**src/rtl/mrle_pkg.sv**
```systemverilog
package mrle_pkg;

    // Bytes that one plane covers before it ends.
    localparam int unsigned FRAME_BYTES = 512;
    localparam int unsigned CNT_W       = 10;

    // Depth of the event queue between the parser and the output stage.
    localparam int unsigned QDEPTH = 4;
    localparam int unsigned QPTR_W = $clog2(QDEPTH);
    localparam int unsigned QCNT_W = $clog2(QDEPTH + 1);

    localparam logic [7:0] TOK_ZERO   = 8'hEE;
    localparam logic [7:0] TOK_REPEAT = 8'hED;
    localparam logic [7:0] METHOD_OK  = 8'h01;

    // Result status codes.
    localparam logic [1:0] ST_RUN    = 2'd0;
    localparam logic [1:0] ST_ERROR  = 2'd1;
    localparam logic [1:0] ST_FINISH = 2'd2;

    typedef enum logic [1:0] {
        EV_RUN,
        EV_ERROR,
        EV_EMPTY
    } t_ev_kind;

    typedef struct packed {
        logic [7:0] in_byte;
        logic       frame_start;
    } t_in_item;

    typedef struct packed {
        logic [1:0] status;
        logic [7:0] run_value;
        logic [7:0] run_length;
        logic       image_done;
    } t_out_item;

    // Classified event handed from the parser to the output stage.
    typedef struct packed {
        t_ev_kind   kind;
        logic [7:0] value;
        logic [7:0] length;
        logic [7:0] plane;
        logic       done;
    } t_event;

endpackage

```
**src/rtl/mrle_front.sv**
```systemverilog
module mrle_front
    import mrle_pkg::*;
(
    input  logic     i_clk,
    input  logic     i_rst_n,
    input  logic     i_valid,
    input  t_in_item i_item,
    input  logic     i_space,
    output logic     o_ready,
    output logic     o_push,
    output t_event   o_ev
);

    typedef enum logic [2:0] {
        PH_COUNT,
        PH_METHOD,
        PH_TOKEN,
        PH_ZCOUNT,
        PH_RVALUE,
        PH_RCOUNT,
        PH_IDLE
    } t_phase;

    localparam logic [CNT_W-1:0] FRAME_LIMIT = CNT_W'(FRAME_BYTES);

    t_phase           r_phase, n_phase, ph;
    logic [7:0]       r_plane_total, n_plane_total;
    logic [7:0]       r_plane_index, n_plane_index;
    logic [CNT_W-1:0] r_bytes_done, n_bytes_done;
    logic [7:0]       r_repeat_value, n_repeat_value;

    logic             accept;
    logic             acc_go;
    logic [7:0]       acc_val, acc_len, next_index;
    logic [CNT_W-1:0] sum;
    logic             plane_end, img_end;
    logic [7:0]       b;

    assign o_ready = i_space;
    assign accept  = i_valid && i_space;
    assign b       = i_item.in_byte;

    assign sum        = r_bytes_done + CNT_W'(acc_len);
    assign plane_end  = (sum >= FRAME_LIMIT);
    assign next_index = r_plane_index + 8'd1;
    assign img_end    = plane_end && (next_index >= r_plane_total);

    always_comb begin
        ph             = i_item.frame_start ? PH_COUNT : r_phase;
        n_phase        = r_phase;
        n_plane_total  = r_plane_total;
        n_plane_index  = r_plane_index;
        n_bytes_done   = r_bytes_done;
        n_repeat_value = i_item.frame_start ? 8'd0 : r_repeat_value;
        acc_go         = 1'b0;
        acc_val        = b;
        acc_len        = 8'd1;
        o_push         = 1'b0;
        o_ev           = '{kind: EV_RUN, value: 8'd0, length: 8'd0,
                           plane: r_plane_index, done: 1'b0};

        unique case (ph)
            PH_COUNT: begin
                n_plane_total = b;
                n_plane_index = 8'd0;
                n_bytes_done  = '0;
                if (b == 8'd0) begin
                    n_phase     = PH_IDLE;
                    o_push      = 1'b1;
                    o_ev.kind   = EV_EMPTY;
                    o_ev.done   = 1'b1;
                end else begin
                    n_phase = PH_METHOD;
                end
            end
            PH_METHOD: begin
                n_bytes_done = '0;
                if (b == METHOD_OK) begin
                    n_phase = PH_TOKEN;
                end else begin
                    n_phase   = PH_IDLE;
                    o_push    = 1'b1;
                    o_ev.kind = EV_ERROR;
                    o_ev.done = 1'b1;
                end
            end
            PH_TOKEN: begin
                if (b == TOK_ZERO) begin
                    n_phase = PH_ZCOUNT;
                end else if (b == TOK_REPEAT) begin
                    n_phase = PH_RVALUE;
                end else begin
                    acc_go = 1'b1;
                end
            end
            PH_ZCOUNT: begin
                acc_go  = 1'b1;
                acc_val = 8'd0;
                acc_len = b;
            end
            PH_RVALUE: begin
                n_repeat_value = b;
                n_phase        = PH_RCOUNT;
            end
            PH_RCOUNT: begin
                acc_go  = 1'b1;
                acc_val = r_repeat_value;
                acc_len = b;
            end
            PH_IDLE: begin
                n_phase = PH_IDLE;
            end
            default: begin
                n_phase = PH_IDLE;
            end
        endcase

        // Account a run against the plane and close it once the frame is covered.
        if (acc_go) begin
            o_push      = 1'b1;
            o_ev.kind   = EV_RUN;
            o_ev.value  = acc_val;
            o_ev.length = acc_len;
            o_ev.done   = img_end;
            if (plane_end) begin
                n_bytes_done  = '0;
                n_plane_index = next_index;
                n_phase       = img_end ? PH_IDLE : PH_METHOD;
            end else begin
                n_bytes_done = sum;
                n_phase      = PH_TOKEN;
            end
        end

        // Push only for a byte that is taken this cycle.
        o_push = o_push && accept;
    end

    always_ff @(posedge i_clk) begin
        if (!i_rst_n) begin
            r_phase        <= PH_COUNT;
            r_plane_total  <= 8'd0;
            r_plane_index  <= 8'd0;
            r_bytes_done   <= '0;
            r_repeat_value <= 8'd0;
        end else if (accept) begin
            r_phase        <= n_phase;
            r_plane_total  <= n_plane_total;
            r_plane_index  <= n_plane_index;
            r_bytes_done   <= n_bytes_done;
            r_repeat_value <= n_repeat_value;
        end
    end

endmodule

```
**src/rtl/mrle_queue.sv**
```systemverilog
module mrle_queue
    import mrle_pkg::*;
(
    input  logic   i_clk,
    input  logic   i_rst_n,
    input  logic   i_push,
    input  t_event i_ev,
    output logic   o_space,
    output logic   o_valid,
    input  logic   i_pop,
    output t_event o_ev
);

    t_event             r_mem [QDEPTH];
    logic [QPTR_W-1:0]  r_wr_ptr, r_rd_ptr;
    logic [QCNT_W-1:0]  r_count;
    logic               do_push, do_pop;

    assign o_space = (r_count != QCNT_W'(QDEPTH));
    assign o_valid = (r_count != '0);
    assign o_ev    = r_mem[r_rd_ptr];
    assign do_push = i_push && o_space;
    assign do_pop  = i_pop && o_valid;

    always_ff @(posedge i_clk) begin
        if (do_push) begin
            r_mem[r_wr_ptr] <= i_ev;
        end
    end

    always_ff @(posedge i_clk) begin
        if (!i_rst_n) begin
            r_wr_ptr <= '0;
            r_rd_ptr <= '0;
            r_count  <= '0;
        end else begin
            if (do_push) begin
                r_wr_ptr <= r_wr_ptr + QPTR_W'(1);
            end
            if (do_pop) begin
                r_rd_ptr <= r_rd_ptr + QPTR_W'(1);
            end
            if (do_push && !do_pop) begin
                r_count <= r_count + QCNT_W'(1);
            end else if (do_pop && !do_push) begin
                r_count <= r_count - QCNT_W'(1);
            end
        end
    end

endmodule

```
**src/rtl/mrle_back.sv**
```systemverilog
module mrle_back
    import mrle_pkg::*;
(
    input  logic      i_clk,
    input  logic      i_rst_n,
    input  logic      i_q_valid,
    input  t_event    i_ev,
    output logic      o_pop,
    input  logic [7:0] i_plane_select,
    output logic      o_out_valid,
    input  logic      i_out_ready,
    output t_out_item o_out
);

    logic      r_valid;
    t_out_item r_out, n_out;
    logic      emit;

    assign o_pop       = i_q_valid && (!r_valid || i_out_ready);
    assign o_out_valid = r_valid;
    assign o_out       = r_out;

    always_comb begin
        emit  = 1'b0;
        n_out = '{status: ST_FINISH, run_value: 8'd0, run_length: 8'd0, image_done: 1'b1};
        unique case (i_ev.kind)
            EV_RUN: begin
                if ((i_ev.plane == i_plane_select) && (i_ev.length != 8'd0)) begin
                    emit             = 1'b1;
                    n_out.status     = ST_RUN;
                    n_out.run_value  = i_ev.value;
                    n_out.run_length = i_ev.length;
                    n_out.image_done = i_ev.done;
                end else begin
                    // Unselected or empty run: report only the image end.
                    emit = i_ev.done;
                end
            end
            EV_ERROR: begin
                emit         = 1'b1;
                n_out.status = ST_ERROR;
            end
            EV_EMPTY: begin
                emit = 1'b1;
            end
            default: begin
                emit = 1'b0;
            end
        endcase
    end

    always_ff @(posedge i_clk) begin
        if (!i_rst_n) begin
            r_valid <= 1'b0;
        end else if (o_pop) begin
            r_valid <= emit;
        end else if (i_out_ready) begin
            r_valid <= 1'b0;
        end
    end

    always_ff @(posedge i_clk) begin
        if (o_pop && emit) begin
            r_out <= n_out;
        end
    end

endmodule

```
**src/rtl/multiplane_rle_image_decoder.sv**
```systemverilog
// Multiplane run-length image decoder.
//
// Input channel (i_in_valid / o_in_ready / i_in): one compressed byte per item,
// with frame_start marking the first byte of an image (the plane count byte).
// Output channel (o_out_valid / i_out_ready / o_out): run descriptors of the
// selected plane, plus an error item for a bad method byte and a finish item
// when an image has no planes or ends on a run that is not reported.
// Config channel (i_cfg_valid / o_cfg_ready / i_cfg_data): plane_select, always
// ready; write it only while the decoder is idle.
//
// Throughput: one byte per cycle while the queue has space. The parser steps
// its state machine in the cycle the byte is accepted and pushes any event it
// makes into a four-entry queue; the output stage pops one event per cycle,
// while its output register is empty or being taken, into that register.
// When the receiver stalls, the output register holds and the queue fills;
// o_in_ready drops only once all four queue entries are taken.
// Reset: queue and output register empty, parser waiting for the plane count,
// plane_select set to 1.
module multiplane_rle_image_decoder
    import mrle_pkg::*;
(
    input  logic       i_clk,
    input  logic       i_rst_n,
    input  logic       i_in_valid,
    output logic       o_in_ready,
    input  t_in_item   i_in,
    output logic       o_out_valid,
    input  logic       i_out_ready,
    output t_out_item  o_out,
    input  logic       i_cfg_valid,
    output logic       o_cfg_ready,
    input  logic [7:0] i_cfg_data
);

    logic [7:0] r_plane_select;
    logic       q_space, q_valid, q_pop, f_push;
    t_event     f_ev, q_ev;

    // Config is always accepted.
    assign o_cfg_ready = 1'b1;

    always_ff @(posedge i_clk) begin
        if (!i_rst_n) begin
            r_plane_select <= 8'd1;
        end else if (i_cfg_valid) begin
            r_plane_select <= i_cfg_data;
        end
    end

    // Parse bytes and classify them into run / error / empty-image events.
    mrle_front u_front (
        .i_clk   (i_clk),
        .i_rst_n (i_rst_n),
        .i_valid (i_in_valid),
        .i_item  (i_in),
        .i_space (q_space),
        .o_ready (o_in_ready),
        .o_push  (f_push),
        .o_ev    (f_ev)
    );

    // Decouple the parser from a stalled receiver.
    mrle_queue u_queue (
        .i_clk   (i_clk),
        .i_rst_n (i_rst_n),
        .i_push  (f_push),
        .i_ev    (f_ev),
        .o_space (q_space),
        .o_valid (q_valid),
        .i_pop   (q_pop),
        .o_ev    (q_ev)
    );

    // Filter by plane and format the result item.
    mrle_back u_back (
        .i_clk          (i_clk),
        .i_rst_n        (i_rst_n),
        .i_q_valid      (q_valid),
        .i_ev           (q_ev),
        .o_pop          (q_pop),
        .i_plane_select (r_plane_select),
        .o_out_valid    (o_out_valid),
        .i_out_ready    (i_out_ready),
        .o_out          (o_out)
    );

    a_status_legal: assert property (@(posedge i_clk) disable iff (!i_rst_n)
        o_out_valid |-> (o_out.status == ST_RUN || o_out.status == ST_ERROR ||
                         o_out.status == ST_FINISH))
        else $error("illegal result status");

    a_nonrun_zero: assert property (@(posedge i_clk) disable iff (!i_rst_n)
        (o_out_valid && o_out.status != ST_RUN) |->
            (o_out.run_length == 8'd0 && o_out.run_value == 8'd0 && o_out.image_done))
        else $error("status item must carry zero run and end the image");

    a_run_nonempty: assert property (@(posedge i_clk) disable iff (!i_rst_n)
        (o_out_valid && o_out.status == ST_RUN) |-> (o_out.run_length != 8'd0))
        else $error("empty run emitted");

    a_reset_idle: assert property (@(posedge i_clk)
        !i_rst_n |=> !o_out_valid)
        else $error("result valid right after reset");

endmodule

```
**config.mk**
```make
export PLATFORM = sky130hd
export DESIGN_NAME = multiplane_rle_image_decoder
export DESIGN_NICKNAME = d
export VERILOG_FILES = /design/src/rtl/mrle_pkg.sv /design/src/rtl/mrle_front.sv /design/src/rtl/mrle_queue.sv /design/src/rtl/mrle_back.sv /design/src/rtl/multiplane_rle_image_decoder.sv
export SDC_FILE = /design/constraint.sdc
export NUM_CORES = 1
export LEC_CHECK = 0
export ABC_AREA = 1
export BUFFER_PORTS_ARGS = -buffer_cell sky130_fd_sc_hd__buf_2
export CORE_MARGIN = 1
export CORE_UTILIZATION = 35
export DETAILED_ROUTE_END_ITERATION = 8
export GPL_ROUTABILITY_DRIVEN = 0
export PLACE_DENSITY = 0.47
export SLEW_MARGIN = 30
export SYNTH_ARGS = -nofsm -noshare
export SYNTH_HDL_FRONTEND = slang
export SYNTH_HIERARCHICAL = 1
export SYNTH_SLANG_ARGS = --single-unit
```
**constraint.sdc**
```tcl
create_clock -name i_clk -period 4.9 [get_ports i_clk]
set_clock_uncertainty 0.05 [all_clocks]
set_input_delay 0.245 -clock i_clk [delete_from_list [all_inputs] [get_ports i_clk]]
set_output_delay 0.245 -clock i_clk [all_outputs]
set_load 0.05 [all_outputs]
```
==> After elaboration in Yosys (flattened, before gate mapping) <==
Memory sizes are Yosys's and may differ from the RTL's. A register that Yosys moved wholly into a read port is not among the register bits.
Cells that the tools add are included.
{ "word_totals": {"latchBits": 0, "ramBits": 108, "ff_bits": 72, "rom_bits": 0, "memories": 1} }
{ "memory_table": {"columns": ["memory", "words", "width", "rd", "rd_clocked_by_memory_dff", "write_ports", "line_no", "text"], "rows": [
  ["u_queue.r_mem", 4, 27, 1, 1, 1, "mrle_queue.sv:14", "t_event r_mem [QDEPTH];"]
]} }
{ "classes": {"n_mux": 43, "add_sub_neg": 6, "shifts": 0, "n_bitwise": 0, "magnitude_cmp": 2, "n_div": 0, "n_eq_ne": 14, "n_reduce_logical": 31, "multipliers": 0} }
{ "op_table": {"columns": ["operator", "n"], "rows": [
  ["8-bit 2-to-1 mux", 6],
  ["10-bit 2-to-1 mux", 3],
  ["3-bit 2-to-1 mux", 10],
  ["19-bit 2-to-1 mux", 1],
  ["18-bit 2-to-1 mux", 1],
  ["8-bit equality test (second input constant)", 2],
  ["8-bit one-hot mux with 2 select lines", 1],
  ["3-bit one-hot mux with 5 select lines", 1],
  ["1-bit 2-to-1 mux", 12],
  ["10-bit by 8-bit adder with 10-bit output", 1],
  ["10-bit >= comparator (second input constant)", 1],
  ["1-bit logical AND", 10],
  ["8-bit by 1-bit adder with 8-bit output (second input constant)", 1],
  ["8-bit by 1-bit equality test with 1-bit output (second input constant)", 1],
  ["8-bit equality test", 1],
  ["8-bit >= comparator", 1],
  ["8-bit logical NOT", 1],
  ["2-bit one-hot mux with 2 select lines", 2],
  ["2-bit AND reduction", 4],
  ["2-bit nonzero test", 4],
  ["8-bit nonzero test", 1],
  ["3-bit by 2-bit equality test with 1-bit output (second input constant)", 2],
  ["3-bit equality test (second input constant)", 2],
  ["2-bit 2-to-1 mux", 3],
  ["other kinds (17)", 24]
]} }

==> Logic depth before layout (Yosys ltp) <==
{ "depth": {"word_depth": 11, "mapped_depth": 20, "depth_no_buf": 20} }

==> Hierarchy <==
The synthesis kept the hierarchy.
{ "modules_own_cells": {"columns": ["module", "area_each_um2", "seq_area_each_um2", "cells_each", "n_inst"], "rows": [
  ["mrle_queue", 4545.6, 3423.3, 329, 1],
  ["mrle_front", 2720.1, 740.7, 425, 1],
  ["mrle_back", 1074.8, 590.6, 117, 1],
  ["multiplane_rle_image_decoder", 351.6, 160.2, 52, 1]
]} }

==> Worst setup path before layout <==
Ideal clock, no wire load.
{ "synth_timing": {"kind": "reg2reg", "start": "register u_front.r_phase[1]", "end": "memory u_queue/r_mem[0][0] (netlist bit) (enable)", "slack_ps": 1972, "setup_time_ps": 411, "arrival_time_ps": 2467, "period_less_slack_ps": 2928, "path_stages_with_launch": 9, "required_ps": 4439, "path_cell_list": "dfxtp_1 inv_1 o21ai_1 o21ai_4 nand2_4 inv_2 a21oi_1 nand2_2 nor2_1"} }
{ "synth_between": {"elab_chain_len": 9, "word_cells_on_any_way": 14, "classes_between": "eq/ne (4); mux (6); reduce/logical (4)"} }
{ "synth_lines": {"columns": ["item", "line_no", "text"], "rows": [
  ["from (decl)", "mrle_front.sv:26", "t_phase r_phase, n_phase, ph;"],
  ["from (signal assigned)", "mrle_front.sv:147", "r_phase <= n_phase;"],
  ["3-bit 2-to-1 mux *", "mrle_front.sv:49", "ph = i_item.frame_start ? PH_COUNT : r_phase;"],
  ["3-bit by 2-bit equality test with 1-bit output or 3-bit equality test (tied branches)", "mrle_front.sv:62", "unique case (ph)"],
  ["2-bit OR reduction (no source line)", null, null],
  ["1-bit one-hot mux with 2 select lines", "mrle_front.sv:62", null],
  ["1-bit 2-to-1 mux *", "mrle_front.sv:119", "if (acc_go) begin"],
  ["1-bit logical AND *", "mrle_front.sv:136", "o_push = o_push && accept;"],
  ["net f_push", "multiplane_rle_image_decoder.sv:36", "logic q_space, q_valid, q_pop, f_push;"],
  ["1-bit logical AND *", "mrle_queue.sv:22", "assign do_push = i_push && o_space;"],
  ["1-bit 2-to-1 mux *", "mrle_queue.sv:26", "if (do_push) begin"],
  ["1-bit 2-to-1 mux (not written as such) *", "mrle_queue.sv:27", "r_mem[r_wr_ptr] <= i_ev;"],
  ["to (decl)", "mrle_queue.sv:14", null]
]} }
Mark *: on every way through the listed nets, which the timed path passes. The rest lies on a longest branch.

==> results.sh <==
export IMPL_min_to="u_front/r_repeat_value[5]$_SDFFE_PN0P_"
export IMPL_cts_resized=0
export IMPL_final_nets=1012
export IMPL_ir_worst_vdd_v=0.000199
export IMPL_drc=0
export IMPL_hold_depth=3
export IMPL_via_per_inst=4.61
export IMPL_cts_setup_buffers=0
export IMPL_wirelength_mm=19.3
export IMPL_finalSetupTns_ns=0
export IMPL_ys_warn_count=6
export IMPL_hpwlAfterDp_mm=13.0
export IMPL_crit_path_end_kind="flip-flop"
export IMPL_fp_dieArea_um2=25500
export IMPL_fin_ws_ns=1.63
export IMPL_cts_hold_buffers=1
export IMPL_setup_viol=0
export IMPL_cts_root_buf="clkbuf_16"
export IMPL_power_density_nw_per_um2=446
export IMPL_grt_use_total=0.157
export IMPL_tightest_slew_ns=0.794
export IMPL_wire_per_inst_um=14.9
export IMPL_ys_flop_type="edfxtp_1"
export IMPL_rr_worst_depth=10
export IMPL_vias=5991
export IMPL_reg2reg_slack_ns=1.63
export IMPL_slew_headroom=0.470
export IMPL_synthCells=923
export IMPL_cp_start_kind="flip-flop"
export IMPL_antenna_left=0
export IMPL_synth_area_top_cells="edfxtp_1 (44%), dfxtp_1 (13%), nand2_1 (7.4%), nor2_1 (5.2%), inv_1 (4.9%)"
export IMPL_maxCapViolations=0
export IMPL_area_delta_synth_final_pct=11.8
export IMPL_place_ws_ns=1.56
export IMPL_chipHeight_um=160
export IMPL_synth_nets=973
export IMPL_port_buffers=42
export IMPL_synthArstFlopShare=0
export IMPL_r2r_end="u_back/o_out[0]$_SDFFCE_PN1P_"
export IMPL_avgSynthCellArea_um2=9.42
export IMPL_drive_gt1_frac=0.142
export IMPL_drtPass1Iterations=5
export IMPL_ys_types=47
export IMPL_grt_max_degree=55
export IMPL_hp_start="i_in[6]"
export IMPL_diodes=0
export IMPL_clock_fmax_ghz=0.306
export IMPL_period_needed_ns=3.27
export IMPL_synth_top_area_frac=0.439
export IMPL_post_route_period_util=0.666
export IMPL_num_io_pins=44
export IMPL_grt_pass1_wl_mm=30.9
export IMPL_ys_seq_area_frac=0.565
export IMPL_die_w_um=160
export IMPL_antenna_found_initial=0
export IMPL_whs_ns=0.0403
export IMPL_cts_tree="done"
export IMPL_syn_area_um2=8690
export IMPL_final_core_util=0.400
export IMPL_cts_buffer_depth=2
export IMPL_rsz0062_at_grt="false"
export IMPL_core_area_um2=24300
export IMPL_rows=57
export IMPL_numCtsBuffers=17
export IMPL_cp_arrival_ns=3.28
export IMPL_insertion_delay_ns=0.44
export IMPL_holdCritPathClass="input port to flip-flop"
export IMPL_clk_pin_slew_ns=0.07
export IMPL_path_max_fanout=36
export IMPL_synth_seq_cells=182
export IMPL_p_leak_nw=4.02
export IMPL_hold_violations=0
export IMPL_start_util=0.357
export IMPL_drt_iter0_drc=416
export IMPL_htree_levels=4
export IMPL_synth_edf_count=127
export IMPL_required_ns=4.92
export IMPL_status="complete, no violations"
export IMPL_grt_remaining_overflow=0
export IMPL_clock_sinks=182
export IMPL_slew_violations=0
export IMPL_synth_top_area_cell="edfxtp_1"
export IMPL_crit_type="flip-flop to flip-flop"
export IMPL_grt_pass1_vias=5674
==> registers in the layout, indices dropped and copies added, names as in the netlist, 2 cells and up, named ones only <==
register and cells:
u_queue/r_wr_ptr 2, u_front/r_repeat_value 8, r_plane_select 8, u_front/r_plane_index 8, u_front/r_phase 3, u_queue/r_count 3
u_front/r_bytes_done 10, u_queue/r_mem 108, u_back/o_out 19, u_front/r_plane_total 8, u_queue/r_rd_ptr 2
==> kinds of logic after synthesis <==
logic type,share of synthesized area
AO/OA/AOI/OAI,0.107
other,0.000431
AND/OR/NAND/NOR,0.187
adder cells (fa/ha/maj),0.0420
flip-flops,0.565
buffers and inverters,0.0844
XOR/XNOR,0.0131
==> stage by stage <==
stage	instance area (µm²)	total power, mW	cells
final	9720	4.33	1299
after floorplan	8690	2.79	923
after global placement	9120	3.02	1266
after detailed placement	9120	3.02	1266
after CTS	9720	4.39	1299
after global routing	9720	4.58	1299
==> placed cells by master, fill, tap and decap left out, drive strengths merged, types with 7 or more instances in the layout <==
cell    synthesis  routed
nand2         189     189
nor2          137     137
inv           122     129
edfxtp        127     127
o21ai          85      85
dfxtp          55      55
a21oi          52      52
buf            23      49
nand3          31      31
o22ai          27      27
ha             26      26
clkbuf          7      20
xor2            8       8
nand4           7       7
==> synth_stat cells, types with 2 or more instances <==
cell,number
clkbuf_4,2
nand2_4,4
nand3_1,29
nand3b_1,2
nand4_1,7
nand2_2,14
o21ai_1,25
a21oi_1,48
inv_1,114
edfxtp_1,127
nor2_2,15
o21ai_0,59
fa_1,2
nand2_1,171
buf_6,14
xor2_1,8
a21oi_2,4
o211ai_1,2
nor2_1,121
clkbuf_1,5
buf_4,2
dfxtp_1,55
nor3_1,4
xnor2_1,5
o22ai_1,27
inv_2,7
buf_2,5
ha_1,26
==> worst max-delay path by stage <==
stage	depth (start not counted)	slack, ns	end
2_1_floorplan	8	1.97	u_queue/r_mem[0][0]$_DFFE_PP_
3_3_place_gp	10	1.57	u_back/o_out[9]$_SDFFCE_PN0P_
3_5_place_dp	10	1.56	u_back/o_out[12]$_SDFFCE_PN0P_
4_1_cts	10	1.55	u_back/o_out[4]$_SDFFCE_PN0P_
5_1_grt	13	1.31	u_back/o_out[0]$_SDFFCE_PN1P_
6_report	10	1.63	u_back/o_out[0]$_SDFFCE_PN1P_
==> layout make-up <==
| cell class | instances | area, µm² |
|---|---|---|
| Fill cell | 2444 | 14600 |
| Sequential cell | 182 | 4920 |
| Inverter | 124 | 478 |
| Tap cell | 324 | 405 |
| Timing Repair Buffer | 50 | 273 |
| Clock buffer | 20 | 468 |
| Multi-Input combinational cell | 587 | 3050 |
| Clock inverter | 12 | 126 |
==> per-layer routing <==
metal  vias up  wire length, µm  GRT usage
met1      2757             9910      0.221
met2        92             8690      0.247
met5         -                0          0
met3        14              512     0.0289
met4         0              182     0.0481
li1       3128                -          -
==> critical path, cell delays in order (launching register included) <==
cell     delay (ns)
dfxtp_2        0.59
buf_4          0.42
o21ai_0        0.15
o22ai_1        0.33
xnor2_1        0.17
nand2_1        0.10
nor2_2         0.18
nand3_4        0.24
nand2_2        0.13
nand2_2        0.06
inv_1          0.48
==> power by group <==
group	total (mW)	internal, mW	switching [mW]
registers	1.91	1.82	0.0867
logic	1.06	0.289	0.775
clock network	1.36	0.721	0.640
total	4.33	2.83	1.50
Power figures use the tool's default switching activity.
